File: config.mk
export PLATFORM = sky130hd
export DESIGN_NAME = pid_tagged_lru_tlb_core
export DESIGN_NICKNAME = d
export VERILOG_FILES = /design/src/hdl/pltlb_pkg.sv /design/src/hdl/pltlb_ctrl.sv /design/src/hdl/pltlb_dp.sv /design/src/hdl/pid_tagged_lru_tlb_core.sv
export VERILOG_INCLUDE_DIRS = /design/src /design/src/hdl
export SDC_FILE = /design/constraint.sdc
export NUM_CORES = 2
export LEC_CHECK = 0
export BUFFER_PORTS_ARGS = -buffer_cell sky130_fd_sc_hd__buf_2
export CORE_MARGIN = 2
export CORE_UTILIZATION = 45
export CTS_CLUSTER_DIAMETER = 50
export DETAILED_ROUTE_END_ITERATION = 7
export GPL_ROUTABILITY_DRIVEN = 0
export SYNTH_ARGS = -nofsm -noshare
export SYNTH_HDL_FRONTEND = slang
export SYNTH_HIERARCHICAL = 1
export SYNTH_SLANG_ARGS = --single-unit
File: constraint.sdc
create_clock -name clk -period 13.65 [get_ports clk]
set_input_delay 1.365 -clock clk [delete_from_list [all_inputs] [get_ports clk]]
set_output_delay 1.365 -clock clk [all_outputs]
set_load 0.02 [all_outputs]
File: src/hdl/pid_tagged_lru_tlb_core_assert.svh
// Assertion macros for the TLB core; empty when SYNTH is defined.
`ifndef PID_TAGGED_LRU_TLB_CORE_ASSERT_SVH
`define PID_TAGGED_LRU_TLB_CORE_ASSERT_SVH

`ifndef SYNTH
// Same-cycle implication, sampled on clk, off while rst_n is low
`define PLTLB_ASSERT_IMP(lbl, pre, post) \
  lbl: assert property (@(posedge clk) disable iff (!rst_n) (pre) |-> (post)) \
    else $error("pltlb assertion failed");
// Next-cycle implication, sampled on clk, off while rst_n is low
`define PLTLB_ASSERT_NXT(lbl, pre, post) \
  lbl: assert property (@(posedge clk) disable iff (!rst_n) (pre) |=> (post)) \
    else $error("pltlb assertion failed");
`else
`define PLTLB_ASSERT_IMP(lbl, pre, post)
`define PLTLB_ASSERT_NXT(lbl, pre, post)
`endif

`endif

File: src/hdl/pltlb_pkg.sv
package pltlb_pkg;

  // Defaults for the top-level parameters
  localparam int ENTRIES_DEF    = 16;
  localparam int FRAME_BITS_DEF = 8;

  // Fixed field widths
  localparam int OP_W    = 3;
  localparam int PROC_W  = 16;
  localparam int PAGE_W  = 20;
  localparam int FRAME_W = 8;
  localparam int CNT_W   = 32;
  localparam int STAMP_W = 32;

  typedef enum logic [OP_W-1:0] {
    OP_LOOKUP   = 3'd0,
    OP_INSERT   = 3'd1,
    OP_INV_PAGE = 3'd2,
    OP_INV_PROC = 3'd3,
    OP_CLEAR    = 3'd4
  } op_t;

  typedef enum logic [2:0] {
    ST_IDLE,
    ST_MATCH,
    ST_EXEC,
    ST_SCAN,
    ST_FILL
  } state_t;

  // Controller to datapath
  typedef struct packed {
    logic load;
    logic exec;
    logic scan;
    logic fill;
  } ctrl_cmd_t;

  // Datapath to controller
  typedef struct packed {
    logic need_scan;
    logic scan_done;
    logic out_busy;
  } dp_sts_t;

endpackage

File: src/hdl/pltlb_ctrl.sv
module pltlb_ctrl
  import pltlb_pkg::*;
(
  input  logic      clk,
  input  logic      rst_n,
  input  logic      in_tvalid,
  input  dp_sts_t   sts,
  output logic      in_tready,
  output ctrl_cmd_t cmd
);

  state_t state_r;
  state_t state_nxt;

  // Hold state, return to idle on reset
  always_ff @(posedge clk) begin
    if (!rst_n) begin
      state_r <= ST_IDLE;
    end else begin
      state_r <= state_nxt;
    end
  end

  // Advance through match, execute and the optional replacement scan and fill
  always_comb begin
    state_nxt = state_r;
    unique case (state_r)
      ST_IDLE: begin
        if (in_tvalid && in_tready) state_nxt = ST_MATCH;
      end
      ST_MATCH: begin
        state_nxt = ST_EXEC;
      end
      ST_EXEC: begin
        state_nxt = sts.need_scan ? ST_SCAN : ST_IDLE;
      end
      ST_SCAN: begin
        if (sts.scan_done) state_nxt = ST_FILL;
      end
      ST_FILL: begin
        state_nxt = ST_IDLE;
      end
      default: begin
        state_nxt = ST_IDLE;
      end
    endcase
  end

  // Drive handshake and datapath commands
  always_comb begin
    in_tready = (state_r == ST_IDLE) && !sts.out_busy;
    cmd.load  = in_tready && in_tvalid;
    cmd.exec  = (state_r == ST_EXEC);
    cmd.scan  = (state_r == ST_SCAN);
    cmd.fill  = (state_r == ST_FILL);
  end

endmodule

File: src/hdl/pltlb_dp.sv
module pltlb_dp
  import pltlb_pkg::*;
#(
  parameter int ENTRIES    = ENTRIES_DEF,
  parameter int FRAME_BITS = FRAME_BITS_DEF
) (
  input  logic               clk,
  input  logic               rst_n,
  input  ctrl_cmd_t          cmd,
  output dp_sts_t            sts,
  input  logic [OP_W-1:0]    in_op,
  input  logic [PROC_W-1:0]  in_proc,
  input  logic [PAGE_W-1:0]  in_page,
  input  logic [FRAME_W-1:0] in_frame,
  input  logic               out_ready,
  output logic               out_valid,
  output logic               out_hit,
  output logic [FRAME_W-1:0] out_frame,
  output logic [CNT_W-1:0]   out_hit_total,
  output logic [CNT_W-1:0]   out_miss_total
);

  localparam int IDX_W  = (ENTRIES > 1) ? $clog2(ENTRIES) : 1;
  localparam int USED_W = $clog2(ENTRIES + 1);

  // Latched transaction
  logic [OP_W-1:0]       op_r;
  logic [PROC_W-1:0]     pid_r;
  logic [PAGE_W-1:0]     page_r;
  logic [FRAME_BITS-1:0] frm_r;
  logic [FRAME_BITS+FRAME_W-1:0] frm_ext;

  // Slot tags, valid bits and counters
  logic [ENTRIES-1:0] valid_r;
  logic [ENTRIES-1:0] valid_nxt;
  logic [PROC_W-1:0]  proc_r [ENTRIES];
  logic [PAGE_W-1:0]  tag_r  [ENTRIES];
  logic [USED_W-1:0]  used_r;
  logic [USED_W-1:0]  used_nxt;
  logic [STAMP_W-1:0] clock_r;
  logic [STAMP_W-1:0] clock_nxt;
  logic [CNT_W-1:0]   hits_r;
  logic [CNT_W-1:0]   hits_nxt;
  logic [CNT_W-1:0]   misses_r;
  logic [CNT_W-1:0]   misses_nxt;

  // Frame and stamp memories
  logic [FRAME_BITS-1:0] frame_mem [ENTRIES];
  logic [STAMP_W-1:0]    stamp_mem [ENTRIES];
  logic [FRAME_BITS-1:0] frame_rd_r;
  logic [STAMP_W-1:0]    stamp_rd_r;
  logic [IDX_W-1:0]      stamp_addr;
  logic                  frame_we;
  logic                  stamp_we;
  logic                  tag_we;
  logic [IDX_W-1:0]      wr_idx;

  // Tag compare and priority encode
  logic [ENTRIES-1:0] occ;
  logic [ENTRIES-1:0] pid_eq;
  logic [ENTRIES-1:0] page_eq;
  logic [ENTRIES-1:0] hit_vec;
  logic               enc_found;
  logic [IDX_W-1:0]   enc_idx;
  logic               match_found_r;
  logic [IDX_W-1:0]   match_idx_r;

  // Replacement scan
  logic [USED_W-1:0]  scan_cnt_r;
  logic [STAMP_W-1:0] min_stamp_r;
  logic [IDX_W-1:0]   min_idx_r;
  logic [IDX_W-1:0]   prev_idx;
  logic               full;

  // Result
  logic               produce;
  logic               res_hit;
  logic [FRAME_BITS+FRAME_W-1:0] res_frame_ext;
  logic               out_valid_r;
  logic               out_hit_r;
  logic [FRAME_W-1:0] out_frame_r;
  logic [CNT_W-1:0]   out_hits_r;
  logic [CNT_W-1:0]   out_misses_r;

  // Capture the transaction fields
  always_ff @(posedge clk) begin
    if (cmd.load) begin
      op_r   <= in_op;
      pid_r  <= in_proc;
      page_r <= in_page;
      frm_r  <= frm_ext[FRAME_BITS-1:0];
    end
  end

  assign frm_ext = {{FRAME_BITS{1'b0}}, in_frame};

  // Compare every occupied slot against the latched tags
  always_comb begin
    for (int i = 0; i < ENTRIES; i++) begin
      occ[i]     = (USED_W'(i) < used_r);
      pid_eq[i]  = (proc_r[i] == pid_r);
      page_eq[i] = (tag_r[i] == page_r);
    end
    hit_vec   = valid_r & occ & pid_eq & page_eq;
    enc_found = |hit_vec;
    enc_idx   = '0;
    for (int i = ENTRIES - 1; i >= 0; i--) begin
      if (hit_vec[i]) enc_idx = IDX_W'(i);
    end
  end

  // Register the first match and read its frame
  always_ff @(posedge clk) begin
    match_found_r <= enc_found;
    match_idx_r   <= enc_idx;
    frame_rd_r    <= frame_mem[enc_idx];
  end

  assign full      = (used_r == USED_W'(ENTRIES));
  assign prev_idx  = IDX_W'(scan_cnt_r - USED_W'(1));
  assign stamp_addr = (scan_cnt_r < USED_W'(ENTRIES)) ? scan_cnt_r[IDX_W-1:0] : '0;

  // An insert that misses a full TLB needs the replacement walk
  assign sts.need_scan = (op_r == OP_INSERT) && !match_found_r && full;

  // Decode the operation into state updates
  always_comb begin
    valid_nxt  = valid_r;
    used_nxt   = used_r;
    clock_nxt  = clock_r;
    hits_nxt   = hits_r;
    misses_nxt = misses_r;
    frame_we   = 1'b0;
    stamp_we   = 1'b0;
    tag_we     = 1'b0;
    wr_idx     = match_idx_r;
    res_hit    = 1'b0;
    if (cmd.exec) begin
      unique case (op_r)
        OP_LOOKUP: begin
          if (match_found_r) begin
            clock_nxt = clock_r + STAMP_W'(1);
            stamp_we  = 1'b1;
            hits_nxt  = hits_r + CNT_W'(1);
            res_hit   = 1'b1;
          end else begin
            misses_nxt = misses_r + CNT_W'(1);
          end
        end
        OP_INSERT: begin
          if (match_found_r) begin
            clock_nxt = clock_r + STAMP_W'(1);
            stamp_we  = 1'b1;
            frame_we  = 1'b1;
          end else if (!full) begin
            clock_nxt = clock_r + STAMP_W'(1);
            stamp_we  = 1'b1;
            frame_we  = 1'b1;
            tag_we    = 1'b1;
            wr_idx    = used_r[IDX_W-1:0];
            used_nxt  = used_r + USED_W'(1);
          end
        end
        OP_INV_PAGE: begin
          valid_nxt = valid_r & ~(occ & pid_eq & page_eq);
        end
        OP_INV_PROC: begin
          valid_nxt = valid_r & ~(occ & pid_eq);
        end
        OP_CLEAR: begin
          used_nxt = '0;
        end
        default: begin
        end
      endcase
    end else if (cmd.fill) begin
      clock_nxt = clock_r + STAMP_W'(1);
      stamp_we  = 1'b1;
      frame_we  = 1'b1;
      tag_we    = 1'b1;
      wr_idx    = min_idx_r;
    end
    if (tag_we) valid_nxt[wr_idx] = 1'b1;
  end

  // Hold control state and counters
  always_ff @(posedge clk) begin
    if (!rst_n) begin
      valid_r  <= '0;
      used_r   <= '0;
      clock_r  <= '0;
      hits_r   <= '0;
      misses_r <= '0;
    end else begin
      valid_r  <= valid_nxt;
      used_r   <= used_nxt;
      clock_r  <= clock_nxt;
      hits_r   <= hits_nxt;
      misses_r <= misses_nxt;
    end
  end

  // Write slot tags
  always_ff @(posedge clk) begin
    if (tag_we) begin
      proc_r[wr_idx] <= pid_r;
      tag_r[wr_idx]  <= page_r;
    end
  end

  // Frame and stamp memories, one write and one registered read each
  always_ff @(posedge clk) begin
    if (frame_we) frame_mem[wr_idx] <= frm_r;
    if (stamp_we) stamp_mem[wr_idx] <= clock_nxt;
    stamp_rd_r <= stamp_mem[stamp_addr];
  end

  // Walk the stamps for the oldest slot, lowest index on ties
  always_ff @(posedge clk) begin
    if (!rst_n) begin
      scan_cnt_r <= '0;
    end else if (cmd.exec) begin
      scan_cnt_r <= '0;
    end else if (cmd.scan && !sts.scan_done) begin
      scan_cnt_r <= scan_cnt_r + USED_W'(1);
    end
  end

  always_ff @(posedge clk) begin
    if (cmd.scan && (scan_cnt_r != '0)) begin
      if ((scan_cnt_r == USED_W'(1)) || (stamp_rd_r < min_stamp_r)) begin
        min_stamp_r <= stamp_rd_r;
        min_idx_r   <= prev_idx;
      end
    end
  end

  assign sts.scan_done = (scan_cnt_r == USED_W'(ENTRIES));

  // Load the result register when the transaction completes
  assign produce       = (cmd.exec && !sts.need_scan) || cmd.fill;
  assign res_frame_ext = res_hit ? {{FRAME_W{1'b0}}, frame_rd_r} : '0;

  always_ff @(posedge clk) begin
    if (!rst_n) begin
      out_valid_r <= 1'b0;
    end else if (produce) begin
      out_valid_r <= 1'b1;
    end else if (out_ready) begin
      out_valid_r <= 1'b0;
    end
  end

  always_ff @(posedge clk) begin
    if (produce) begin
      out_hit_r    <= res_hit;
      out_frame_r  <= res_frame_ext[FRAME_W-1:0];
      out_hits_r   <= hits_nxt;
      out_misses_r <= misses_nxt;
    end
  end

  assign sts.out_busy   = out_valid_r && !out_ready;
  assign out_valid      = out_valid_r;
  assign out_hit        = out_hit_r;
  assign out_frame      = out_frame_r;
  assign out_hit_total  = out_hits_r;
  assign out_miss_total = out_misses_r;

endmodule

File: src/hdl/pid_tagged_lru_tlb_core.sv
// Fully associative TLB with process-tagged entries and oldest-stamp replacement.
// One transaction is handled at a time and each gives exactly one result.
// For lookup, invalidate, clear, the spare opcodes and an insert that refreshes
// a match or fills a free slot, a transaction goes through tag compare, then
// execute, then the result register, and the next transaction is taken only
// after the last has reached the result register. An insert into a full TLB
// also walks every slot's stamp through the stamp memory's single read port to
// find the oldest before the replacement write. A result waiting in the output
// register blocks acceptance only if out_tready is still low when the block is
// otherwise idle. Hit and miss totals wrap at 32 bits; the access clock is
// expected never to wrap.
`include "pid_tagged_lru_tlb_core_assert.svh"

module pid_tagged_lru_tlb_core
  import pltlb_pkg::*;
#(
  parameter int ENTRIES    = ENTRIES_DEF,
  parameter int FRAME_BITS = FRAME_BITS_DEF
) (
  input  logic        clk,
  input  logic        rst_n,
  input  logic        in_tvalid,
  output logic        in_tready,
  input  logic [47:0] in_tdata,   // proc_id[15:0], virt_page[35:16], phys_frame[43:36]
  input  logic [2:0]  in_tuser,   // opcode[2:0]
  output logic        out_tvalid,
  input  logic        out_tready,
  output logic [71:0] out_tdata,  // frame_out[7:0], hit_total[39:8], miss_total[71:40]
  output logic [0:0]  out_tuser   // hit[0]
);

  ctrl_cmd_t          cmd;
  dp_sts_t            sts;
  logic               res_hit;
  logic [FRAME_W-1:0] res_frame;
  logic [CNT_W-1:0]   res_hits;
  logic [CNT_W-1:0]   res_misses;
  logic               in_acc;

  pltlb_ctrl u_ctrl (
    .clk       (clk),
    .rst_n     (rst_n),
    .in_tvalid (in_tvalid),
    .sts       (sts),
    .in_tready (in_tready),
    .cmd       (cmd)
  );

  pltlb_dp #(
    .ENTRIES    (ENTRIES),
    .FRAME_BITS (FRAME_BITS)
  ) u_dp (
    .clk            (clk),
    .rst_n          (rst_n),
    .cmd            (cmd),
    .sts            (sts),
    .in_op          (in_tuser),
    .in_proc        (in_tdata[15:0]),
    .in_page        (in_tdata[35:16]),
    .in_frame       (in_tdata[43:36]),
    .out_ready      (out_tready),
    .out_valid      (out_tvalid),
    .out_hit        (res_hit),
    .out_frame      (res_frame),
    .out_hit_total  (res_hits),
    .out_miss_total (res_misses)
  );

  // Pack the result
  assign out_tdata = {res_misses, res_hits, res_frame};
  assign out_tuser = res_hit;

  assign in_acc = in_tvalid && in_tready;

  // One transaction in flight at a time
  `PLTLB_ASSERT_NXT(a_one_in_flight, in_acc, !in_tready)
  // Everything but insert answers without a replacement walk
  `PLTLB_ASSERT_IMP(a_fixed_latency, in_acc && (in_tuser != OP_INSERT), ##3 out_tvalid)
  // Replacement write only follows a completed stamp walk
  `PLTLB_ASSERT_IMP(a_fill_after_scan, cmd.fill, $past(sts.scan_done) && $past(cmd.scan))

endmodule

Word-level counts from Yosys, hierarchy flattened
Memory sizes are Yosys's and may differ from the RTL's. A register that Yosys moved wholly into a read port is not among the register bits.
Cells that the tools add are included.
{"block": "classes", "bitwise": 11, "reduce_logical": 26, "n_addsub": 6, "order_cmp": 20, "n_mux": 67, "n_eq_ne": 47}
{"cell": "32-bit 2-to-1 mux", "n": 11}
{"cell": "20-bit equality test", "n": 16}
{"cell": "16-bit equality test", "n": 16}
{"cell": "16-bit AND", "n": 7}
{"cell": "32-bit by 1-bit adder with 32-bit output (second input constant)", "n": 3}
{"cell": "4-bit 2-to-1 mux", "n": 22}
{"cell": "32-bit one-hot mux with 2 select lines", "n": 1}
{"cell": "4-bit by 5-bit < comparator with 1-bit output (first input constant)", "n": 8}
{"cell": "32-bit < comparator", "n": 1}
{"cell": "16-bit 2-to-1 mux", "n": 2}
{"cell": "16-bit NOT", "n": 2}
{"cell": "16-bit one-hot mux with 2 select lines", "n": 1}
{"cell": "1-bit 2-to-1 mux", "n": 21}
{"cell": "3-bit by 5-bit < comparator with 1-bit output (first input constant)", "n": 4}
{"cell": "16-bit OR", "n": 1}
{"cell": "16-bit OR reduction", "n": 1}
{"cell": "3-bit by 2-bit equality test with 1-bit output (second input constant)", "n": 4}
{"cell": "3-bit one-hot mux with 4 select lines", "n": 1}
{"cell": "5-bit by 1-bit adder with 5-bit output (second input constant)", "n": 2}
{"cell": "5-bit equality test (second input constant)", "n": 2}
{"cell": "1-bit by 5-bit < comparator with 1-bit output (first input constant)", "n": 2}
{"cell": "2-bit by 5-bit < comparator with 1-bit output (first input constant)", "n": 2}
{"cell": "5-bit 2-to-1 mux", "n": 2}
{"cell": "5-bit one-hot mux with 2 select lines", "n": 1}
{"cell": "other kinds (22)", "n": 44}
{"block": "totals", "elab_cells": 201, "register_bits": 287, "ram_bits": 1216, "out_inout_bits": 75, "memories": 4}
{"name": "u_dp.stamp_mem", "words": 16, "width": 32, "rd": 1, "rd_ports_with_merged_regs": 1, "wr": 1, "line": "pltlb_dp.sv:49", "source": "logic [STAMP_W-1:0] stamp_mem [ENTRIES];"}
{"name": "u_dp.tag_r", "words": 16, "width": 20, "rd": 16, "rd_ports_with_merged_regs": 0, "wr": 1, "line": "pltlb_dp.sv:37", "source": "logic [PAGE_W-1:0] tag_r [ENTRIES];"}
{"name": "u_dp.proc_r", "words": 16, "width": 16, "rd": 16, "rd_ports_with_merged_regs": 0, "wr": 1, "line": "pltlb_dp.sv:36", "source": "logic [PROC_W-1:0] proc_r [ENTRIES];"}
{"name": "u_dp.frame_mem", "words": 16, "width": 8, "rd": 1, "rd_ports_with_merged_regs": 1, "wr": 1, "line": "pltlb_dp.sv:48", "source": "logic [FRAME_BITS-1:0] frame_mem [ENTRIES];"}

Depth between registers and ports, before layout
{"block": "logic_depth", "depth_word": 20, "ltp_mapped": 15, "depth_no_buf": 13}

Hierarchy
The synthesis kept the hierarchy.
{"mod": "pltlb_dp", "cells_per_inst": 4183, "seq_area_each_um2": 44562.7, "area_per_inst_um2": 62627.6, "instances": 1}
{"mod": "pltlb_ctrl", "cells_per_inst": 22, "seq_area_each_um2": 60.1, "area_per_inst_um2": 206.4, "instances": 1}

Worst setup path before layout
Ideal clock, no wire load.
{"block": "synth_timing", "path_type": "reg2reg", "from": "reg u_dp.op_r[2]", "to": "mem u_dp.proc_r[12][0], enable pin", "setup_slack_ps": 8658, "t_required_ps": 13173, "setup_ps": 477, "t_arrival_ps": 4516, "stages_incl_launch_ff": 9, "period_less_slack_ps": 4992, "path_cell_list": "edfxtp_1 -> clkbuf_1 -> nor4b_1 -> and3_1 -> nor2_1 -> nand2_1 -> nand2_1 -> or2_2 -> nor3_1"}
{"block": "synth_via", "elab_chain_len": 5}
{"element": "start: declaration", "line": "pltlb_dp.sv:27", "source": "logic [OP_W-1:0] op_r;"}
{"element": "start signal: assignment", "line": "pltlb_dp.sv:88", "source": "op_r <= in_op;"}
{"element": "3-bit by 1-bit equality test with 1-bit output (*)", "line": "pltlb_dp.sv:139", "source": "unique case (op_r)"}
{"element": "1-bit 2-to-1 mux", "line": "pltlb_dp.sv:139"}
{"element": "1-bit 2-to-1 mux", "line": "pltlb_dp.sv:138", "source": "if (cmd.exec) begin"}
{"element": "1-bit 2-to-1 mux", "line": "pltlb_dp.sv:205", "source": "if (tag_we) begin"}
{"element": "1-bit 2-to-1 mux (not written as such)", "line": "pltlb_dp.sv:206", "source": "proc_r[wr_idx] <= pid_r;"}
{"element": "end: declaration", "line": "pltlb_dp.sv:36"}
Mark *: on every way between the ends. The rest lies on a longest branch, timed or not.

Worst setup path after layout
{"block": "layout_timing", "from": "reg u_dp.page_r[8]", "to": "reg u_dp.frame_rd_r[5], read port of u_dp.frame_mem"}
{"block": "layout_via", "elab_chain_len": 18}
{"element": "start: declaration", "line": "pltlb_dp.sv:29", "source": "logic [PAGE_W-1:0] page_r;"}
{"element": "start signal: assignment", "line": "pltlb_dp.sv:90", "source": "page_r <= in_page;"}
{"element": "20-bit equality test", "line": "pltlb_dp.sv:102", "source": "page_eq[i] = (tag_r[i] == page_r);"}
{"element": "16-bit AND (*)", "line": "pltlb_dp.sv:104", "source": "hit_vec = valid_r & occ & pid_eq & page_eq;"}
{"element": "4-bit 2-to-1 mux (15 in series)", "line": "pltlb_dp.sv:108", "source": "if (hit_vec[i]) enc_idx = IDX_W'(i);"}
{"element": "4-bit 2-to-1 mux (*)", "line": "pltlb_dp.sv:108"}
{"element": "end: declaration", "line": "pltlb_dp.sv:50", "source": "logic [FRAME_BITS-1:0] frame_rd_r;"}
Marks and branches as above.
A chain may end at the register's enable or synchronous reset.

==> out/results.ini <==
[setup_path]
r2r-end=u_dp/frame_rd_r[5]
path_max_fanout=30
path_cells=buf_4, xor2_1, nor4_1, nand3_1, nor4_1, a221oi_1, o311ai_1, and2_1, nor2_1, o32a_1, o21ai_0, nor3_1
cp.required_ps=14280
cp.arrival_ps=6200
worst_path_most_repeated_cell=nor4_1
crit_type=reg2reg
ff2ff_setup_slack_ps=8080
start_kind=flop
rr_worst_depth=12
reg2reg_from=u_dp/page_r[8]
path_buf_inv=1
critPathCaptureType=flop
crit_family=simple AND/OR/NAND/NOR gates
slowest_delay_ps=940
slowest_stage=o311ai_1

[final_layout]
filler_cell_count=11679
instances_no_fill=6382
drive_gt1_frac=0.136
nNetsFinal=4470
synthToLayoutAreaGrowth_pct=12.9
diodes=0

[timing]
setup_slack_ps=8080
setup_tns_ps=0
slew_headroom=0.169
max_freq_mhz=180
period_needed_ps=5570
hold_slack_ps=433
rsz0062_at_grt=false
slew_viol_final=0
fin_skew_ps=22.7
min_period_over_period=0.408
setup_viol=0
hold_viol_final=0
worst_pin_slew_ps=1240

[clocking]
cts_tree=done
clk_latency_ps=770
postCtsSetupRepairBufs=0
clock_sinks=1543
numCtsBuffers=159
ctsRootBufferMaster=clkbuf_16
clkTransAtPathRegs_ps=60
cts_resized=0
cts_buffer_depth=3
cts_hold_buf=0
cts_htree_levels=4

[logic_synthesis]
avgSynthCellArea_um2=14.9
yosysUniqueCellTypes=74
ys.flop_type=edfxtp_1
synth_warnings=6
async_reset_ff_frac=0
synth_edf_count=1372
netlist_instances=4205
ys_top_cells_by_area=edfxtp_1, xor2_1, dfxtp_1, xnor2_1, mux2i_1
yosys.area.top_type=edfxtp_1
synth_commonest_cells=edfxtp_1, xor2_1, xnor2_1, a21oi_1, nor2_1
syn_area_um2=62800
synth_most_common_cell=edfxtp_1
yosysSeqAreaShare=0.710
synth_seq_cells=1543
syn-num-nets=4300
synth_top_area_share=0.656

[run_status]
outcome=finished, final reports clean

[global_routing]
grt_max_degree=78
grt_pass1_vias=34161
groute.usage.overall=0.200
grt_antenna_before_repair=3
grt_pass1_wl_um=214000
overflow=0

[placed_design]
dp_worst_setup_slack_ps=8190
place_inst=6089
hpwl_um=77500
port_buffers=125

[detailed_routing]
avgRoutedWirePerCell_um=22.4
drtAntennaViolNets=0
wirelength_um=143000
drtIter0Drc=2767
via_per_inst=5.39
drc=0
vias=34393
dr.pass1.iters=7

[hold_path]
hold_class=reg2reg
min_from=u_dp/stamp_rd_r[24]
min_to=u_dp/min_stamp_r[24]
hold_path_depth=0

[die]
die_x_um=378
die_h_um=378
die_area_um2=143000
num_io_pins=130
initial_utilization=0.452
rows=137
core_um2=139000

[power]
power.density_nw_per_um2=137
p_total_w=0.00973
leakagePower_nw=23.8
vdd_drop_max_uv=115

[job]
maxCapViolCount=0

[worst register-to-register path, cell delays in order (launching register included)]
cell,delay (ps)
edfxtp_1,630
buf_4,480
xor2_1,150
nor4_1,180
nand3_1,240
nor4_1,630
a221oi_1,220
o311ai_1,940
and2_1,920
nor2_1,130
o32a_1,360
o21ai_0,430
nor3_1,120
[placed cells by master, fill, tap and decap left out, types with 19 or more instances in the layout]
master and instances:
edfxtp_1 1372, xor2_1 419, xnor2_1 260, a21oi_1 208
dfxtp_1 167, clkbuf_16 164, nand2_1 162, nor2_1 145
o21ai_0 133, buf_2 124, mux2i_1 121, nor4_1 120
and2_1 115, mux2_2 106, buf_4 90, nand4_1 82
nand3_1 79, clkbuf_1 49, inv_1 49, nor3_1 48
nor2b_1 45, ha_1 40, and3_1 33, a221oi_1 33
a32o_1 32, nor2_4 31, clkinv_2 25, o211ai_1 24
clkinv_1 20, nand2b_1 19
[power by group]
| part | leakage, nW | switching (W) | internal (W) |
|---|---|---|---|
| clock | 2.49 | 0.00177 | 0.00246 |
| sequential | 13.9 | 0.0000208 | 0.00515 |
| combinational | 7.45 | 0.000236 | 0.000101 |
| total | 23.8 | 0.00202 | 0.00770 |
[stage by stage]
stage | cell area, um2 | utilization
2_1_floorplan | 62800 | -
3_3_place_gp | 65900 | 0.474
3_5_place_dp | 65900 | 0.474
4_1_cts | 70900 | 0.510
5_1_grt | 71000 | 0.510
6_report | 71000 | 0.510
[registers in the layout, summed over array words and instances, names as in the netlist, 3 cells and up]
signal and count:
u_ctrl/state_r 3, u_dp/clock_r 32, u_dp/frame_mem 128, u_dp/frame_rd_r 8, u_dp/frm_r 8, u_dp/hits_r 32
u_dp/match_idx_r 4, u_dp/min_idx_r 4, u_dp/min_stamp_r 32, u_dp/misses_r 32, u_dp/op_r 3, u_dp/out_frame 8
u_dp/out_hit_total 32, u_dp/out_miss_total 32, u_dp/page_r 20, u_dp/pid_r 16, u_dp/proc_r 256, u_dp/scan_cnt_r 5
u_dp/stamp_mem 512, u_dp/stamp_rd_r 32, u_dp/tag_r 320, u_dp/used_r 5, u_dp/valid_r 16
[area by class of cell]
cell class	instances	area (um2)	share of cell area
Clock buffer	223	4430	0.0624
Clock inverter	69	631	0.00889
Inverter	50	188	0.00265
Multi-Input combinational cell	2407	17400	0.246
Sequential cell	1543	44600	0.629
Tap cell	1876	2350	0.0331
Timing Repair Buffer	214	1300	0.0183
[layer usage]
layer | up-vias | part of all wire | GRT usage
li1 | 15993 | - | -
met2 | 786 | 0.48 | 0.326
met4 | 0 | 0.021 | 0.0568
met1 | 17431 | 0.45 | 0.277
met5 | - | 0 | 0
met3 | 183 | 0.048 | 0.0324
[cells by family after synthesis]
family                     synth area share
DFF                                   0.710
muxes                                0.0383
buffers and inverters                0.0175
AOI/OAI and AO/OA                    0.0502
and+or+nand+nor                      0.0813
xor gates and xnor gates             0.0946
adders and majority gates           0.00797
[how the worst max path moves through the flow]
stage / from / endpoint / slack, ps / cells past startpoint
6_report: u_dp/page_r[8] / u_dp/frame_rd_r[5] / 8080 / 12
5_1_grt: u_dp/page_r[8] / u_dp/frame_rd_r[5] / 7820 / 12
3_3_place_gp: u_dp/page_r[8] / u_dp/frame_rd_r[5] / 8250 / 12
4_1_cts: u_dp/page_r[8] / u_dp/frame_rd_r[4] / 8170 / 12
2_1_floorplan: u_dp/op_r[2] / u_dp/proc_r[12][0] / 8660 / 8
3_5_place_dp: u_dp/page_r[8] / u_dp/frame_rd_r[5] / 8190 / 12
Power figures use the tool's default switching activity.
